$ cat src/rtl/tebe_pkg.sv
package tebe_pkg;

  // Sizing of the block store and of the per-event staging buffer.
  localparam int BLOCK_BYTES_DEF = 64;
  localparam int MIN_BLOCK       = 24;
  localparam int STAGE_DEPTH     = 32;
  localparam int STAGE_AW        = 5;

  // At most this many beats leave for one input item.
  localparam int MAX_RESULTS     = 24;
  localparam int RCW             = 5;

  // The header is eight words.
  localparam int HDR_WORDS       = 8;
  localparam int HDR_AW          = 3;

  // Reflected CRC-32.
  localparam logic [31:0] CRC_POLY = 32'hEDB8_8320;
  localparam logic [31:0] CRC_INIT = 32'hFFFF_FFFF;

  // Register reset values.
  localparam logic [31:0] EVENT_CODES_RST = 32'h0302_0100;
  localparam logic [6:0]  CAPACITY_RST    = 7'd64;

  // Configuration register indexes.
  localparam logic [2:0] CFG_RECORD_FLAGS   = 3'd0;
  localparam logic [2:0] CFG_BUILD_ID       = 3'd1;
  localparam logic [2:0] CFG_REPLAY_SEED    = 3'd2;
  localparam logic [2:0] CFG_TRACE_MAGIC    = 3'd3;
  localparam logic [2:0] CFG_FORMAT_VERSION = 3'd4;
  localparam logic [2:0] CFG_EVENT_CODES    = 3'd5;
  localparam logic [2:0] CFG_BLOCK_CAPACITY = 3'd6;

  typedef enum logic [2:0] {
    OP_BEGIN  = 3'd0,
    OP_READ   = 3'd1,
    OP_WRITE  = 3'd2,
    OP_IRQ    = 3'd3,
    OP_FINISH = 3'd4
  } op_t;

  typedef enum logic [1:0] {
    KIND_READ  = 2'd0,
    KIND_WRITE = 2'd1,
    KIND_IRQ   = 2'd2,
    KIND_STOP  = 2'd3
  } kind_t;

  typedef enum logic [1:0] {
    FLD_DELTA = 2'd0,
    FLD_ADDR  = 2'd1,
    FLD_VALUE = 2'd2
  } fld_t;

  typedef enum logic [3:0] {
    ST_IDLE,
    ST_DECODE,
    ST_HDR,
    ST_VARINT,
    ST_FIT,
    ST_COPY,
    ST_FL_LEN,
    ST_FL_RD,
    ST_FL_ACC,
    ST_FL_CRC,
    ST_ZERO,
    ST_FINAL
  } state_t;

  // Outcome of decoding one item against the current flags.
  typedef struct packed {
    logic go_hdr;
    logic go_build;
    logic set_failed;
    logic set_finished;
    logic ok;
  } dec_t;

  // One byte through the reflected CRC-32, a bit per step.
  function automatic logic [31:0] crc_byte(input logic [31:0] c, input logic [7:0] b);
    logic [31:0] x;
    x = c ^ {24'h0, b};
    for (int i = 0; i < 8; i++) begin
      x = x[0] ? ((x >> 1) ^ CRC_POLY) : (x >> 1);
    end
    return x;
  endfunction

endpackage

$ cat src/rtl/trace_event_block_encoder_top.sv
// Trace event block encoder. One event is taken at a time; in_stall stays high
// until its last beat has been handed to the output register. A begin gives
// eight header beats. A read, write, interrupt or finish event is first built
// byte by byte in a staging buffer by one shared 7-bit shift unit (up to 20
// varint bytes after the type byte), then copied into the block store at one
// byte a cycle. When the block is flushed, the store is walked byte by byte
// through its single read port, feeding the CRC and the word packer; a finish
// also gives a terminating zero word. A stalled output holds each of these
// steps until its beat can move. The output register lets the last beat wait
// under out_stall while the next event is accepted.
module trace_event_block_encoder_top #(
  parameter int BLOCK_BYTES = tebe_pkg::BLOCK_BYTES_DEF
) (
  input  logic        clk,
  input  logic        rst_n,
  input  logic        cfg_wr_en,
  input  logic [2:0]  cfg_index,
  input  logic [63:0] cfg_data,
  input  logic        in_valid,
  output logic        in_stall,
  input  logic [2:0]  in_opcode,
  input  logic [63:0] in_timestamp,
  input  logic [31:0] in_address,
  input  logic [31:0] in_payload,
  output logic        out_valid,
  input  logic        out_stall,
  output logic [31:0] out_word,
  output logic [2:0]  out_byte_count,
  output logic        out_run_last,
  output logic        out_status_ok
);

  localparam int FW   = $clog2(BLOCK_BYTES + 1);
  localparam int AW   = $clog2(BLOCK_BYTES);
  localparam int CMPW = FW + 2;

  // Configuration registers.
  logic [15:0] rec_flags_r;
  logic [63:0] build_id_r;
  logic [63:0] seed_r;
  logic [31:0] magic_r;
  logic [15:0] version_r;
  logic [31:0] codes_r;
  logic [6:0]  capacity_r;

  // Sequencer and item.
  tebe_pkg::state_t state_r, state_nxt;
  logic [2:0]  op_r;
  logic [63:0] ts_r;
  logic [31:0] addr_r;
  logic [31:0] val_r;

  // Encoder state.
  logic [63:0] prev_time_r, prev_time_nxt;
  logic [31:0] prev_addr_r, prev_addr_nxt;
  logic [FW-1:0] fill_r, fill_nxt;
  logic started_r, started_nxt;
  logic finished_r, finished_nxt;
  logic failed_r, failed_nxt;
  logic ok_r, ok_nxt;

  // Varint builder and copy counters.
  tebe_pkg::kind_t kind_r, kind_nxt;
  tebe_pkg::fld_t  fld_r, fld_nxt;
  logic [63:0] vbuf_r, vbuf_nxt;
  logic [33:0] zz_r, zz_nxt;
  logic [tebe_pkg::STAGE_AW-1:0] sidx_r, sidx_nxt;
  logic [tebe_pkg::STAGE_AW-1:0] cidx_r, cidx_nxt;
  logic [tebe_pkg::HDR_AW-1:0]   hidx_r, hidx_nxt;

  // Flush walker.
  logic [FW-1:0] bidx_r, bidx_nxt;
  logic [31:0] crc_r, crc_nxt;
  logic [31:0] wacc_r, wacc_nxt;
  logic [7:0]  rdata_r;
  logic        ret_zero_r, ret_zero_nxt;

  // Result holding.
  logic [tebe_pkg::RCW-1:0] rcount_r, rcount_nxt;
  logic        pend_vld_r;
  logic [31:0] pend_word_r;
  logic [2:0]  pend_cnt_r;
  logic        out_valid_r;
  logic [31:0] out_word_r;
  logic [2:0]  out_cnt_r;
  logic        out_last_r;
  logic        out_ok_r;

  // Memories.
  logic [7:0] stage_mem [tebe_pkg::STAGE_DEPTH];
  logic [7:0] store_mem [BLOCK_BYTES];

  logic        in_acc;
  tebe_pkg::dec_t dec;
  logic        backward;
  logic [63:0] delta;
  logic [32:0] diff33;
  logic [33:0] zz_calc;
  logic [1:0]  kind_dec;
  logic [7:0]  code_byte;
  logic        vmore;
  logic [7:0]  vbyte;
  logic        vdone;
  logic [CMPW-1:0] cap_raw;
  logic [CMPW-1:0] cap_eff;
  logic        need_flush;
  logic [7:0]  stage_rd;
  logic [FW:0] st_waddr;
  logic        copy_last;
  logic [1:0]  pos;
  logic        acc_last;
  logic [31:0] acc_word;
  logic [31:0] hdr_word;
  logic        stage_we;
  logic [tebe_pkg::STAGE_AW-1:0] stage_waddr;
  logic [7:0]  stage_wdata;
  logic        store_we;
  logic        prod;
  logic [31:0] prod_word;
  logic [2:0]  prod_cnt;
  logic        drop;
  logic        can_push;
  logic        adv;
  logic        mid_push;
  logic        fin_push;
  logic        load_pend;

  assign in_stall       = (state_r != tebe_pkg::ST_IDLE);
  assign in_acc         = in_valid && !in_stall;
  assign out_valid      = out_valid_r;
  assign out_word       = out_word_r;
  assign out_byte_count = out_cnt_r;
  assign out_run_last   = out_last_r;
  assign out_status_ok  = out_ok_r;

  // Configuration writes.
  always_ff @(posedge clk) begin
    if (!rst_n) begin
      rec_flags_r <= '0;
      build_id_r  <= '0;
      seed_r      <= '0;
      magic_r     <= '0;
      version_r   <= '0;
      codes_r     <= tebe_pkg::EVENT_CODES_RST;
      capacity_r  <= tebe_pkg::CAPACITY_RST;
    end else if (cfg_wr_en) begin
      case (cfg_index)
        tebe_pkg::CFG_RECORD_FLAGS:   rec_flags_r <= cfg_data[15:0];
        tebe_pkg::CFG_BUILD_ID:       build_id_r  <= cfg_data;
        tebe_pkg::CFG_REPLAY_SEED:    seed_r      <= cfg_data;
        tebe_pkg::CFG_TRACE_MAGIC:    magic_r     <= cfg_data[31:0];
        tebe_pkg::CFG_FORMAT_VERSION: version_r   <= cfg_data[15:0];
        tebe_pkg::CFG_EVENT_CODES:    codes_r     <= cfg_data[31:0];
        tebe_pkg::CFG_BLOCK_CAPACITY: capacity_r  <= cfg_data[6:0];
        default: ;
      endcase
    end
  end

  // Wide arithmetic done once in decode: timestamp delta and zigzag address delta.
  assign backward = (ts_r < prev_time_r);
  assign delta    = ts_r - prev_time_r;
  assign diff33   = {1'b0, addr_r} - {1'b0, prev_addr_r};
  assign zz_calc  = diff33[32] ? ~{diff33, 1'b0} : {diff33, 1'b0};
  assign kind_dec = 2'(op_r - 3'd1);
  assign code_byte = 8'(codes_r >> {kind_dec, 3'b000});

  // Item decode against the sticky flags.
  always_comb begin
    dec = '0;
    case (op_r)
      tebe_pkg::OP_BEGIN: begin
        if (started_r || (capacity_r < 7'(tebe_pkg::MIN_BLOCK))) begin
          dec.set_failed = 1'b1;
        end else begin
          dec.go_hdr = 1'b1;
          dec.ok     = 1'b1;
        end
      end
      tebe_pkg::OP_READ, tebe_pkg::OP_WRITE, tebe_pkg::OP_IRQ: begin
        if ((op_r == tebe_pkg::OP_WRITE) && !rec_flags_r[0]) begin
          dec.ok = started_r && !failed_r;
        end else if (failed_r || !started_r || finished_r) begin
          dec.ok = 1'b0;
        end else if (backward) begin
          dec.set_failed = 1'b1;
        end else begin
          dec.go_build = 1'b1;
          dec.ok       = 1'b1;
        end
      end
      tebe_pkg::OP_FINISH: begin
        if (!started_r || finished_r) begin
          dec.ok = 1'b0;
        end else if (failed_r) begin
          dec.set_finished = 1'b1;
        end else if (backward) begin
          dec.set_failed   = 1'b1;
          dec.set_finished = 1'b1;
        end else begin
          dec.go_build = 1'b1;
          dec.ok       = 1'b1;
        end
      end
      default: dec = '0;
    endcase
  end

  // Shared varint unit: seven bits leave per cycle.
  assign vmore = |vbuf_r[63:7];
  assign vbyte = {vmore, vbuf_r[6:0]};
  assign vdone = !vmore && ((fld_r == tebe_pkg::FLD_VALUE) ||
                 ((fld_r == tebe_pkg::FLD_DELTA) && (kind_r == tebe_pkg::KIND_STOP)));

  // Capacity is clamped to the legal range and read live.
  assign cap_raw = CMPW'(capacity_r);
  assign cap_eff = (cap_raw > CMPW'(BLOCK_BYTES)) ? CMPW'(BLOCK_BYTES) :
                   (cap_raw < CMPW'(tebe_pkg::MIN_BLOCK)) ? CMPW'(tebe_pkg::MIN_BLOCK) :
                   cap_raw;
  assign need_flush = ((CMPW'(fill_r) + CMPW'(sidx_r)) > cap_eff) && (fill_r != '0);

  // Copy from staging into the store.
  assign stage_rd  = stage_mem[cidx_r];
  assign st_waddr  = (FW+1)'(fill_r) + (FW+1)'(cidx_r);
  assign copy_last = (cidx_r == (sidx_r - 1'b1));

  // Word packing of store bytes during a flush.
  assign pos      = bidx_r[1:0];
  assign acc_last = (((FW+1)'(bidx_r) + 1'b1) == (FW+1)'(fill_r));
  assign acc_word = (pos == 2'd0) ? {24'h0, rdata_r} :
                    (wacc_r | ({24'h0, rdata_r} << {pos, 3'b000}));

  // Header words, little-endian.
  always_comb begin
    case (hidx_r)
      3'd0:    hdr_word = magic_r;
      3'd1:    hdr_word = {rec_flags_r, version_r};
      3'd2:    hdr_word = build_id_r[31:0];
      3'd3:    hdr_word = build_id_r[63:32];
      3'd4:    hdr_word = seed_r[31:0];
      3'd5:    hdr_word = seed_r[63:32];
      default: hdr_word = '0;
    endcase
  end

  // Beat production and the pending/output hand-off.
  always_comb begin
    prod      = 1'b0;
    prod_word = '0;
    prod_cnt  = 3'd4;
    case (state_r)
      tebe_pkg::ST_HDR: begin
        prod      = 1'b1;
        prod_word = hdr_word;
      end
      tebe_pkg::ST_FL_LEN: begin
        prod      = 1'b1;
        prod_word = 32'(fill_r);
      end
      tebe_pkg::ST_FL_ACC: begin
        prod      = (pos == 2'd3) || acc_last;
        prod_word = acc_word;
        prod_cnt  = {1'b0, pos} + 3'd1;
      end
      tebe_pkg::ST_FL_CRC: begin
        prod      = 1'b1;
        prod_word = ~crc_r;
      end
      tebe_pkg::ST_ZERO: begin
        prod      = 1'b1;
        prod_word = '0;
      end
      default: prod = 1'b0;
    endcase
  end

  assign can_push  = !out_valid_r || !out_stall;
  assign drop      = (rcount_r == tebe_pkg::RCW'(tebe_pkg::MAX_RESULTS));
  assign adv       = !prod || drop || !pend_vld_r || can_push;
  assign mid_push  = prod && !drop && pend_vld_r && can_push;
  assign fin_push  = (state_r == tebe_pkg::ST_FINAL) && can_push;
  assign load_pend = prod && !drop && adv;

  // Next state.
  always_comb begin
    state_nxt = state_r;
    case (state_r)
      tebe_pkg::ST_IDLE:   if (in_acc) state_nxt = tebe_pkg::ST_DECODE;
      tebe_pkg::ST_DECODE: begin
        if (dec.go_hdr) begin
          state_nxt = tebe_pkg::ST_HDR;
        end else if (dec.go_build) begin
          state_nxt = tebe_pkg::ST_VARINT;
        end else begin
          state_nxt = tebe_pkg::ST_FINAL;
        end
      end
      tebe_pkg::ST_HDR: begin
        if (adv && (hidx_r == tebe_pkg::HDR_AW'(tebe_pkg::HDR_WORDS - 1))) begin
          state_nxt = tebe_pkg::ST_FINAL;
        end
      end
      tebe_pkg::ST_VARINT: if (vdone) state_nxt = tebe_pkg::ST_FIT;
      tebe_pkg::ST_FIT: begin
        state_nxt = need_flush ? tebe_pkg::ST_FL_LEN : tebe_pkg::ST_COPY;
      end
      tebe_pkg::ST_COPY: begin
        if (copy_last) begin
          state_nxt = (kind_r == tebe_pkg::KIND_STOP) ? tebe_pkg::ST_FL_LEN :
                      tebe_pkg::ST_FINAL;
        end
      end
      tebe_pkg::ST_FL_LEN: if (adv) state_nxt = tebe_pkg::ST_FL_RD;
      tebe_pkg::ST_FL_RD:  state_nxt = tebe_pkg::ST_FL_ACC;
      tebe_pkg::ST_FL_ACC: begin
        if (adv) begin
          state_nxt = acc_last ? tebe_pkg::ST_FL_CRC : tebe_pkg::ST_FL_RD;
        end
      end
      tebe_pkg::ST_FL_CRC: begin
        if (adv) begin
          state_nxt = ret_zero_r ? tebe_pkg::ST_ZERO : tebe_pkg::ST_COPY;
        end
      end
      tebe_pkg::ST_ZERO:  if (adv) state_nxt = tebe_pkg::ST_FINAL;
      tebe_pkg::ST_FINAL: if (can_push) state_nxt = tebe_pkg::ST_IDLE;
      default: state_nxt = tebe_pkg::ST_IDLE;
    endcase
  end

  // Datapath updates per state.
  always_comb begin
    prev_time_nxt = prev_time_r;
    prev_addr_nxt = prev_addr_r;
    fill_nxt      = fill_r;
    started_nxt   = started_r;
    finished_nxt  = finished_r;
    failed_nxt    = failed_r;
    ok_nxt        = ok_r;
    kind_nxt      = kind_r;
    fld_nxt       = fld_r;
    vbuf_nxt      = vbuf_r;
    zz_nxt        = zz_r;
    sidx_nxt      = sidx_r;
    cidx_nxt      = cidx_r;
    hidx_nxt      = hidx_r;
    bidx_nxt      = bidx_r;
    crc_nxt       = crc_r;
    wacc_nxt      = wacc_r;
    ret_zero_nxt  = ret_zero_r;
    rcount_nxt    = rcount_r;
    stage_we      = 1'b0;
    stage_waddr   = sidx_r;
    stage_wdata   = vbyte;
    store_we      = 1'b0;

    if (in_acc) rcount_nxt = '0;
    if (load_pend) rcount_nxt = rcount_r + 1'b1;

    case (state_r)
      tebe_pkg::ST_DECODE: begin
        ok_nxt = dec.ok;
        if (dec.set_failed) failed_nxt = 1'b1;
        if (dec.set_finished) finished_nxt = 1'b1;
        if (dec.go_hdr) begin
          fill_nxt      = '0;
          prev_time_nxt = '0;
          prev_addr_nxt = '0;
          failed_nxt    = 1'b0;
          started_nxt   = 1'b1;
          hidx_nxt      = '0;
        end
        if (dec.go_build) begin
          kind_nxt    = tebe_pkg::kind_t'(kind_dec);
          fld_nxt     = tebe_pkg::FLD_DELTA;
          vbuf_nxt    = delta;
          zz_nxt      = zz_calc;
          sidx_nxt    = tebe_pkg::STAGE_AW'(1);
          stage_we    = 1'b1;
          stage_waddr = '0;
          stage_wdata = code_byte;
        end
      end
      tebe_pkg::ST_HDR: begin
        if (adv) hidx_nxt = hidx_r + 1'b1;
      end
      tebe_pkg::ST_VARINT: begin
        stage_we = 1'b1;
        sidx_nxt = sidx_r + 1'b1;
        vbuf_nxt = vbuf_r >> 7;
        if (!vmore) begin
          case (fld_r)
            tebe_pkg::FLD_DELTA: begin
              if (kind_r == tebe_pkg::KIND_READ || kind_r == tebe_pkg::KIND_WRITE) begin
                fld_nxt  = tebe_pkg::FLD_ADDR;
                vbuf_nxt = 64'(zz_r);
              end else if (kind_r == tebe_pkg::KIND_IRQ) begin
                fld_nxt  = tebe_pkg::FLD_VALUE;
                vbuf_nxt = 64'(val_r);
              end
            end
            tebe_pkg::FLD_ADDR: begin
              fld_nxt  = tebe_pkg::FLD_VALUE;
              vbuf_nxt = 64'(val_r);
            end
            default: fld_nxt = fld_r;
          endcase
        end
      end
      tebe_pkg::ST_FIT: begin
        cidx_nxt     = '0;
        ret_zero_nxt = 1'b0;
      end
      tebe_pkg::ST_COPY: begin
        store_we = 1'b1;
        cidx_nxt = cidx_r + 1'b1;
        if (copy_last) begin
          fill_nxt      = fill_r + FW'(sidx_r);
          prev_time_nxt = ts_r;
          if (kind_r == tebe_pkg::KIND_READ || kind_r == tebe_pkg::KIND_WRITE) begin
            prev_addr_nxt = addr_r;
          end
          ret_zero_nxt = 1'b1;
        end
      end
      tebe_pkg::ST_FL_LEN: begin
        crc_nxt  = tebe_pkg::CRC_INIT;
        bidx_nxt = '0;
        wacc_nxt = '0;
      end
      tebe_pkg::ST_FL_ACC: begin
        if (adv) begin
          crc_nxt  = tebe_pkg::crc_byte(crc_r, rdata_r);
          wacc_nxt = acc_word;
          bidx_nxt = bidx_r + 1'b1;
        end
      end
      tebe_pkg::ST_FL_CRC: begin
        if (adv) fill_nxt = '0;
      end
      tebe_pkg::ST_ZERO: begin
        if (adv) finished_nxt = 1'b1;
      end
      default: ;
    endcase
  end

  // Control registers.
  always_ff @(posedge clk) begin
    if (!rst_n) begin
      state_r     <= tebe_pkg::ST_IDLE;
      prev_time_r <= '0;
      prev_addr_r <= '0;
      fill_r      <= '0;
      started_r   <= 1'b0;
      finished_r  <= 1'b0;
      failed_r    <= 1'b0;
      rcount_r    <= '0;
      pend_vld_r  <= 1'b0;
      out_valid_r <= 1'b0;
    end else begin
      state_r     <= state_nxt;
      prev_time_r <= prev_time_nxt;
      prev_addr_r <= prev_addr_nxt;
      fill_r      <= fill_nxt;
      started_r   <= started_nxt;
      finished_r  <= finished_nxt;
      failed_r    <= failed_nxt;
      rcount_r    <= rcount_nxt;
      if (fin_push) begin
        pend_vld_r <= 1'b0;
      end else if (load_pend) begin
        pend_vld_r <= 1'b1;
      end
      if (mid_push || fin_push) begin
        out_valid_r <= 1'b1;
      end else if (!out_stall) begin
        out_valid_r <= 1'b0;
      end
    end
  end

  // Payload and working registers.
  always_ff @(posedge clk) begin
    if (in_acc) begin
      op_r   <= in_opcode;
      ts_r   <= in_timestamp;
      addr_r <= in_address;
      val_r  <= in_payload;
    end
    ok_r       <= ok_nxt;
    kind_r     <= kind_nxt;
    fld_r      <= fld_nxt;
    vbuf_r     <= vbuf_nxt;
    zz_r       <= zz_nxt;
    sidx_r     <= sidx_nxt;
    cidx_r     <= cidx_nxt;
    hidx_r     <= hidx_nxt;
    bidx_r     <= bidx_nxt;
    crc_r      <= crc_nxt;
    wacc_r     <= wacc_nxt;
    ret_zero_r <= ret_zero_nxt;
    if (load_pend) begin
      pend_word_r <= prod_word;
      pend_cnt_r  <= prod_cnt;
    end
    if (mid_push || fin_push) begin
      out_word_r <= pend_vld_r ? pend_word_r : '0;
      out_cnt_r  <= pend_vld_r ? pend_cnt_r : 3'd0;
      out_last_r <= fin_push;
      out_ok_r   <= ok_r;
    end
  end

  // Staging buffer for the bytes of one event.
  always_ff @(posedge clk) begin
    if (stage_we) stage_mem[stage_waddr] <= stage_wdata;
  end

  // Block store: one write port, one registered read port.
  always_ff @(posedge clk) begin
    if (store_we) store_mem[st_waddr[AW-1:0]] <= stage_rd;
    if (state_r == tebe_pkg::ST_FL_RD) rdata_r <= store_mem[bidx_r[AW-1:0]];
  end

endmodule

$ cat config.mk
export PLATFORM = sky130hd
export DESIGN_NAME = trace_event_block_encoder_top
export DESIGN_NICKNAME = d
export VERILOG_FILES = /design/src/rtl/tebe_pkg.sv /design/src/rtl/trace_event_block_encoder_top.sv
export SDC_FILE = /design/constraint.sdc
export NUM_CORES = 2
export LEC_CHECK = 0
export ABC_AREA = 1
export CAP_MARGIN = 15
export CORE_ASPECT_RATIO = 1.25
export CORE_MARGIN = 3
export CORE_UTILIZATION = 64
export CTS_CLUSTER_DIAMETER = 120
export CTS_CLUSTER_SIZE = 14
export DETAILED_ROUTE_END_ITERATION = 6
export DONT_BUFFER_PORTS = 1
export PLACE_DENSITY = 0.87
export SLEW_MARGIN = 20
export SYNTH_ARGS = -nofsm -noshare
export SYNTH_HDL_FRONTEND = slang
export SYNTH_SLANG_ARGS = --single-unit
$ cat constraint.sdc
create_clock -name clk -period 9 [get_ports clk]
set_input_delay 1.35 -clock clk [delete_from_list [all_inputs] [get_ports clk]]
set_output_delay 1.35 -clock clk [all_outputs]
set_load 0.1 [all_outputs]
### Yosys cells after proc, flatten, opt, wreduce, memory -nomap -nowiden

Memories as Yosys holds them, arrays and structs flattened. A register that Yosys moved wholly into a read port is not among the register bits.
Cells that the tools add are included.

| word-level totals | value |
|---|---|
| bits in registers | 739 |
| memory bits (writable) | 768 |
| input bits | 203 |
| output and inout port bits | 39 |
| word-level logic and storage cells | 314 |
| memories kept | 2 |

| cells by class | value |
|---|---|
| add/subtract/negate cells | 14 |
| order comparisons | 5 |
| eq/ne operators | 54 |
| shift-type cells | 2 |
| muxes and demuxes | 108 |
| bitwise operators | 13 |
| reductions and logical operators | 76 |

Memory list:

| name | depth | bits a word | rd ports | clocked after memory_dff | write ports | RTL line | text |
|---|---|---|---|---|---|---|---|
| store_mem | 64 | 8 | 1 | 1 | 1 | trace_event_block_encoder_top.sv:91 | `logic [7:0] store_mem [BLOCK_BYTES];` |
| stage_mem | 32 | 8 | 1 | 1 | 1 | trace_event_block_encoder_top.sv:90 | `logic [7:0] stage_mem [tebe_pkg::STAGE_DEPTH];` |

Operator list:

| operator | number |
|---|---|
| $mux 32 | 14 |
| $pmux 64 s2 | 2 |
| $mux 64 | 3 |
| $pmux 32 s2 | 3 |
| $pmux 32 s6 | 1 |
| $mux 57 | 3 |
| $pmux 32 s4 | 1 |
| $pmux 57 s2 | 1 |
| $not 13->14 | 8 |
| $lt 64x64->1 | 1 |
| $sub 64x64->64 | 1 |
| $reduce_or 57->1 | 1 |
| $mux 4 | 14 |
| $pmux 4 s12 | 1 |
| $mux 7 | 6 |
| $not 34->34 | 1 |
| $mux 33 | 1 |
| $sub 32x32->33 | 1 |
| $not 32->32 | 1 |
| $or 32x32->32 | 1 |
| $shl 8x5->32 | 1 |
| $shr 32x5->8 | 1 |
| $xor 32x8->32 | 1 |
| $mux 5 | 6 |
| other kinds (59) | 198 |

### Logic depth before layout (Yosys ltp)

| logic depth | value |
|---|---|
| depth in word-level cells | 19 |
| gate-level depth with buffers | 21 |
| gate-level depth less buffers | 19 |

### Worst setup path before layout

Ideal clock, no wire load.

| timing | value |
|---|---|
| path kind | flip-flop to flip-flop |
| start point | register bidx_r[0] |
| end point | register bidx_r[0] (enable) |
| library setup time | 0.598 ns |
| arrival | 7.290 ns |
| required time | 8.402 ns |
| path slack | 1.111 ns |
| cell stages (with the launch flop) | 18 |
| path buffers | 4 |
| clock period less this slack | 7.889 ns |
| cell sequence | edfxtp_1 > buf_2 > inv_1 > buf_2 > clkbuf_1 > clkbuf_1 > ha_1 > inv_1 > nand2_1 > o21ai_0 > nor2_1 > nand4_1 > nor2_1 > nand3_1 > nand2_1 > nand4_2 > inv_2 > o21ai_0 |

| between the ends | value |
|---|---|
| cells in the longest elaborated chain, start to end | 10 |
| elaborated cells between the ends (all ways) | 11 |
| classes of those cells | add/sub: 1; eq/ne: 3; mux: 1; reduce/logical: 6 |

RTL lines:

| what | RTL line | text |
|---|---|---|
| start, declared | trace_event_block_encoder_top.sv:72 | `logic [FW-1:0] bidx_r, bidx_nxt;` |
| start signal, assigned | trace_event_block_encoder_top.sv:499 | `bidx_r <= bidx_nxt;` |
| $add 7x1->8 | trace_event_block_encoder_top.sv:229 | `assign acc_last = (((FW+1)'(bidx_r) + 1'b1) == (FW+1)'(fill_r));` |
| $eq 8x7->1 | trace_event_block_encoder_top.sv:229 |  |
| $logic_or 1x1->1 (*) | trace_event_block_encoder_top.sv:261 | `prod = (pos == 2'd3) \|\| acc_last;` |
| $pmux 1 s2 (*) | trace_event_block_encoder_top.sv:251 | `case (state_r)` |
| $logic_not 1->1 (*) | trace_event_block_encoder_top.sv:279 | `assign adv = !prod \|\| drop \|\| !pend_vld_r \|\| can_push;` |
| $logic_or 1x1->1 (*) (3 in a row) | trace_event_block_encoder_top.sv:279 |  |
| $ne 2x2->1 (no line) (*) | -- |  |
| $reduce_and 2->1 (no line) (*) | -- |  |

Every way passes the cells marked *; elsewhere a longest branch is shown, timed or not.
A chain may end at the register's enable or synchronous reset.

### Final worst setup path

| timing | value |
|---|---|
| start point | register op_r[0] |
| end point | memory stage_mem[27][5] (enable) |

| between the ends | value |
|---|---|
| cells in the longest elaborated chain, start to end | 8 |
| elaborated cells between the ends (all ways) | 14 |
| classes of those cells | eq/ne: 4; mux: 8; reduce/logical: 2 |

RTL lines:

| what | RTL line | text |
|---|---|---|
| start, declared | trace_event_block_encoder_top.sv:48 | `logic [2:0] op_r;` |
| start signal, assigned | trace_event_block_encoder_top.sv:486 | `op_r <= in_opcode;` |
| $eq 3x2->1 | trace_event_block_encoder_top.sv:171, trace_event_block_encoder_top.sv:181 |  |
| $logic_and 1x1->1 | trace_event_block_encoder_top.sv:181 | `if ((op_r == tebe_pkg::OP_WRITE) && !rec_flags_r[0]) begin` |
| $mux 2 | trace_event_block_encoder_top.sv:181 |  |
| $pmux 1 s2 (*) | trace_event_block_encoder_top.sv:171 | `case (op_r)` |
| $mux 1 | trace_event_block_encoder_top.sv:373 | `if (dec.go_build) begin` |
| $pmux 1 s2 | trace_event_block_encoder_top.sv:360 | `case (state_r)` |
| $mux 1 | trace_event_block_encoder_top.sv:517 | `if (stage_we) stage_mem[stage_waddr] <= stage_wdata;` |
| $mux 1 (not written as such) | trace_event_block_encoder_top.sv:517 |  |
| end, declared | trace_event_block_encoder_top.sv:90 |  |

Marked as above.

==> flow_summary_export.csv <==
group,metric,value,unit
run_status,run_status,"completed",
placement,gp_routability_congestion,1.042,
finish,finalInstanceArea,72860,um2
timing,clock_skew,54.28,ps
cts,cts-buffers-inserted,118,
yosys,yosysMostFrequentCell,"sky130_fd_sc_hd__edfxtp_1",
yosys,synth.ff_latch_count,1520,
placement,place_hpwl,129400,um
timing,worst_slew_pin_tran,1122,ps
yosys,adder_cell_fraction_of_synth_area,2.497,%
grt,grt_overflow,0,
worst_setup_path,timing.critical_path.to_type,"flop",
floorplanning,floorplan.initialDensity,64.77,%
floorplanning,floorplan.die_area,110800,um2
worst_setup_path,worst_path_required_time,9390,ps
yosys,postSynthCellCount,6739,
cts,worst_setup_hold_path_clk_slew,70,ps
yosys,multiplexer_share_of_the_synthesized_area,0.03296,%
cts,hold_bufs_inserted_after_cts,0,
worst_setup_path,cp-start-kind,"flop",
cts,clockBufferDepth,3,
drt,violation_count_after_the_first_detailed_routing_iteration,7280,
cts,clock_network_latency_to_the_later_pin_of_the_worst_skew_pair,790,ps
yosys,total_nets_after_synthesis,7076,
finish,layout-area-overhead-vs-synth,6.613,%
cts,tritoncts,"yes",
grt,grt_first_pass_wirelength,292100,um
timing,setup_repair_after_global_routing_missed_its_margin,"false",
floorplanning,std_cell_rows,133,
drt,num_vias,52404,
timing,timing_hold_violations_final,0,
yosys,synthTopCellsByCount,"sky130_fd_sc_hd__edfxtp_1, sky130_fd_sc_hd__nor2_1, sky130_fd_sc_hd__o21ai_0",
timing,final_min_period_over_clock_period,51.73,%
worst_setup_path,crit_fanout,28,
timing,max_freq,214.8,MHz
drt,viasPerCell,6.494,
pwr,vdd_ir_drop_max,344.4,uV
floorplanning,floorplan.core_area,105500,um2
yosys,synth_simple_gate_area_share,13.98,%
pwr,powerDensity,297.8,nW/um2
worst_setup_path,crit_top_cell,"sky130_fd_sc_hd__nand2_1",
worst_setup_path,worst_path_cell_chain,"clkinv_1 > ha_1 > o31ai_1 > inv_1 > nand2_1 > nand2_1 > nand2_1 > inv_1 > nand3_4 > nand4_1 > nor2_1",
yosys,ys_types,67,
yosys,synth_area_leader_cell,"sky130_fd_sc_hd__edfxtp_1",
cts,postCtsResizedCells,0,
timing,final.setup.tns,0,ps
yosys,synth_flop_cell,"sky130_fd_sc_hd__edfxtp_1",
cts,clock_tree.root_cell,"sky130_fd_sc_hd__clkbuf_16",
drt,post-route-drc-count,0,
pwr,power_leakage,25.60,nW
grt,grtUsageTotal,34.29,%
finish,finalNetCount,6901,
yosys,ys_seq_area_share,61.62,%
floorplanning,ioPinCount,242,
yosys,main_combinational_cell_family_by_area_after_synthesis,"compound AO/OA/AOI/OAI gates",
yosys,synth.area.top_cells,"sky130_fd_sc_hd__edfxtp_1, sky130_fd_sc_hd__dfxtp_1, sky130_fd_sc_hd__nor2_1",
yosys,synth_largest_type_area_fraction,51.28,%
yosys,synth_compound_area_share,15.25,%
cts,numClockSinks,1520,
grt,pin_count_of_the_biggest_net_entering_global_routing,250,
yosys,yosysWarnings,0,
finish,sequential_cell_area,42120,um2
yosys,synth_edf_count,1167,
cts,htree_num_levels,3,
drt,post_drt_wl_per_cell,24.05,um
yosys,synth-async-reset-ratio,0,%
worst_setup_path,crit_path_top_delay_cell,"sky130_fd_sc_hd__nor2_1",
worst_setup_path,critical_path_buf_inv_count,3,
placement,placedInstanceArea,69440,um2
grt,grt_pass1_vias,50651,
drt,finalWirelength,194100,um
cts,postCtsSetupBuffers,0,
floorplanning,die_width,298.3,um
timing,fin_hold_ws,432.8,ps
finish,area_used_by_multi_input_combinational_logic,23060,um2
finish,drive_gt1_share,4.684,%
drt,drt_first_pass_iters,7,
yosys,post_synth_instance_area,68340,um2
yosys,synth_xor_xnor_area_share,1.573,%
worst_setup_path,crit_family,"simple AND/OR/NAND/NOR gates",
timing,setup_viol,0,
floorplanning,die_h,371.3,um
grt,grt_antenna_before_repair,11,
timing,report.final.slew_viol_count,0,
yosys,avgSynthCellArea,10.14,um2
drt,drt.antenna.violating_nets,0,
worst_setup_path,peak_per_stage_delay_on_the_critical_path,840,ps
finish,num-fill-cells,7375,
worst_setup_path,worst_ep_arrival_time,5050,ps
placement,port-buffer-count,0,
timing,max-slew-margin-rel,24.90,%
min_path,worst_hold_path_type,"flop to flop",
timing,timing.final.crit_period,4656,ps
flow_run,max_cap_viol_count,0,
worst_setup_path,worstSetupPathType,"flop to flop",
finish,core_util_final,69.06,%
## area by class of cell
| type | instances | area share, % |
|---|---|---|
| multi-input cells | 4326 | 31.65 |
| clock buffers | 186 | 4.403 |
| inverters | 537 | 2.782 |
| clock inverters | 9 | 0.2318 |
| well taps | 1417 | 2.433 |
| repair buffers | 61 | 0.6457 |
| diodes | 14 | 0.04808 |
| flip-flops and latches | 1520 | 57.80 |
## logic make-up (layout without fill, tap and decap cells)
| group | Yosys count | in the layout |
|---|---|---|
| fa+ha+maj | 134 | 134 |
| compound gates | 1738 | 1738 |
| xor+xnor | 121 | 121 |
| flops | 1520 | 1520 |
| other cells | 1 | 15 |
| simple gates | 2330 | 2330 |
| buf+inv | 893 | 793 |
| mux | 2 | 2 |
## path summary, 6_finish.rpt
| check | depth (start not counted) | endpoint | from | slack (ps) |
|---|---|---|---|---|
| min reg2reg | 0 | out_status_ok | ok_r | 430 |
| max | 11 | stage_mem[27][5] | op_r[0] | 4340 |
| max reg2reg | 11 | stage_mem[27][5] | op_r[0] | 4340 |
| min | 0 | out_status_ok | ok_r | 430 |
## worst reg2reg max path, stage by stage, from the launching register on
cell and delay (ps):
sky130_fd_sc_hd__edfxtp_1 770, sky130_fd_sc_hd__clkinv_1 630, sky130_fd_sc_hd__ha_1 420, sky130_fd_sc_hd__o31ai_1 250, sky130_fd_sc_hd__inv_1 90, sky130_fd_sc_hd__nand2_1 90, sky130_fd_sc_hd__nand2_1 60, sky130_fd_sc_hd__nand2_1 80
sky130_fd_sc_hd__inv_1 80, sky130_fd_sc_hd__nand3_4 310, sky130_fd_sc_hd__nand4_1 650, sky130_fd_sc_hd__nor2_1 840
## stage by stage
stage                     cells  worst slack [ps]  power [W]
final                      8070              4344    0.02170
after global routing       8065              4095    0.02262
after CTS                  8056              4490    0.02150
after detailed placement   7861              4553    0.01667
after global placement     7861              4673    0.01647
after floorplan            6739              1111    0.01436
## sequential cells by signal, indices dropped and copies added, names as in the netlist, 34 cells and up, named ones only
name / cells
store_mem: 512
stage_mem: 256
build_id_r: 64
prev_time_r: 64
seed_r: 64
ts_r: 64
vbuf_r: 64
zz_r: 34
## layout by cell type, fill, tap and decap left out, drive strengths merged, types with 4 or more instances in the layout
| cell type | synthesis | layout |
|---|---|---|
| xnor2 | 38 | 38 |
| o221ai | 191 | 191 |
| nor2 | 1161 | 1161 |
| diode | 0 | 14 |
| a31oi | 42 | 42 |
| a32o | 19 | 19 |
| xor2 | 82 | 82 |
| o21ai | 829 | 829 |
| a21oi | 409 | 409 |
| a211oi | 82 | 82 |
| inv | 530 | 534 |
| o22ai | 21 | 21 |
| fa | 4 | 4 |
| dfxtp | 353 | 353 |
| buf | 61 | 61 |
| nand2 | 704 | 704 |
| a32oi | 9 | 9 |
| nand4 | 39 | 39 |
| clkinv | 7 | 11 |
| a221oi | 25 | 25 |
| nor3 | 44 | 44 |
| o211ai | 17 | 17 |
| o21a | 15 | 15 |
| nand3b | 15 | 15 |
| nand3 | 316 | 316 |
| or2 | 22 | 22 |
| a21boi | 9 | 9 |
| o2111ai | 4 | 4 |
| a22o | 6 | 6 |
| edfxtp | 1167 | 1167 |
| clkbuf | 295 | 186 |
| a311oi | 14 | 14 |
| ha | 130 | 130 |
| nor4 | 19 | 19 |
| a21o | 15 | 15 |
| o21bai | 21 | 21 |
## metal layers
metal	GRT usage (%)	vias up	share of wire, %
met5	0	-	0
met4	23.65	0	8.2
met1	40.55	24701	34
li1	-	23457	-
met2	57.26	3437	48
met3	6.254	809	9.4
## power by group
part           switching (W)  internal, W  total (W)  leakage, nW
clock                0.00243      0.00247    0.00490         1.61
sequential          0.000520      0.00897    0.00949         13.5
combinational        0.00532      0.00198    0.00730         10.5
total                0.00828       0.0134     0.0217         25.6
(Power assumes the default switching activity.)
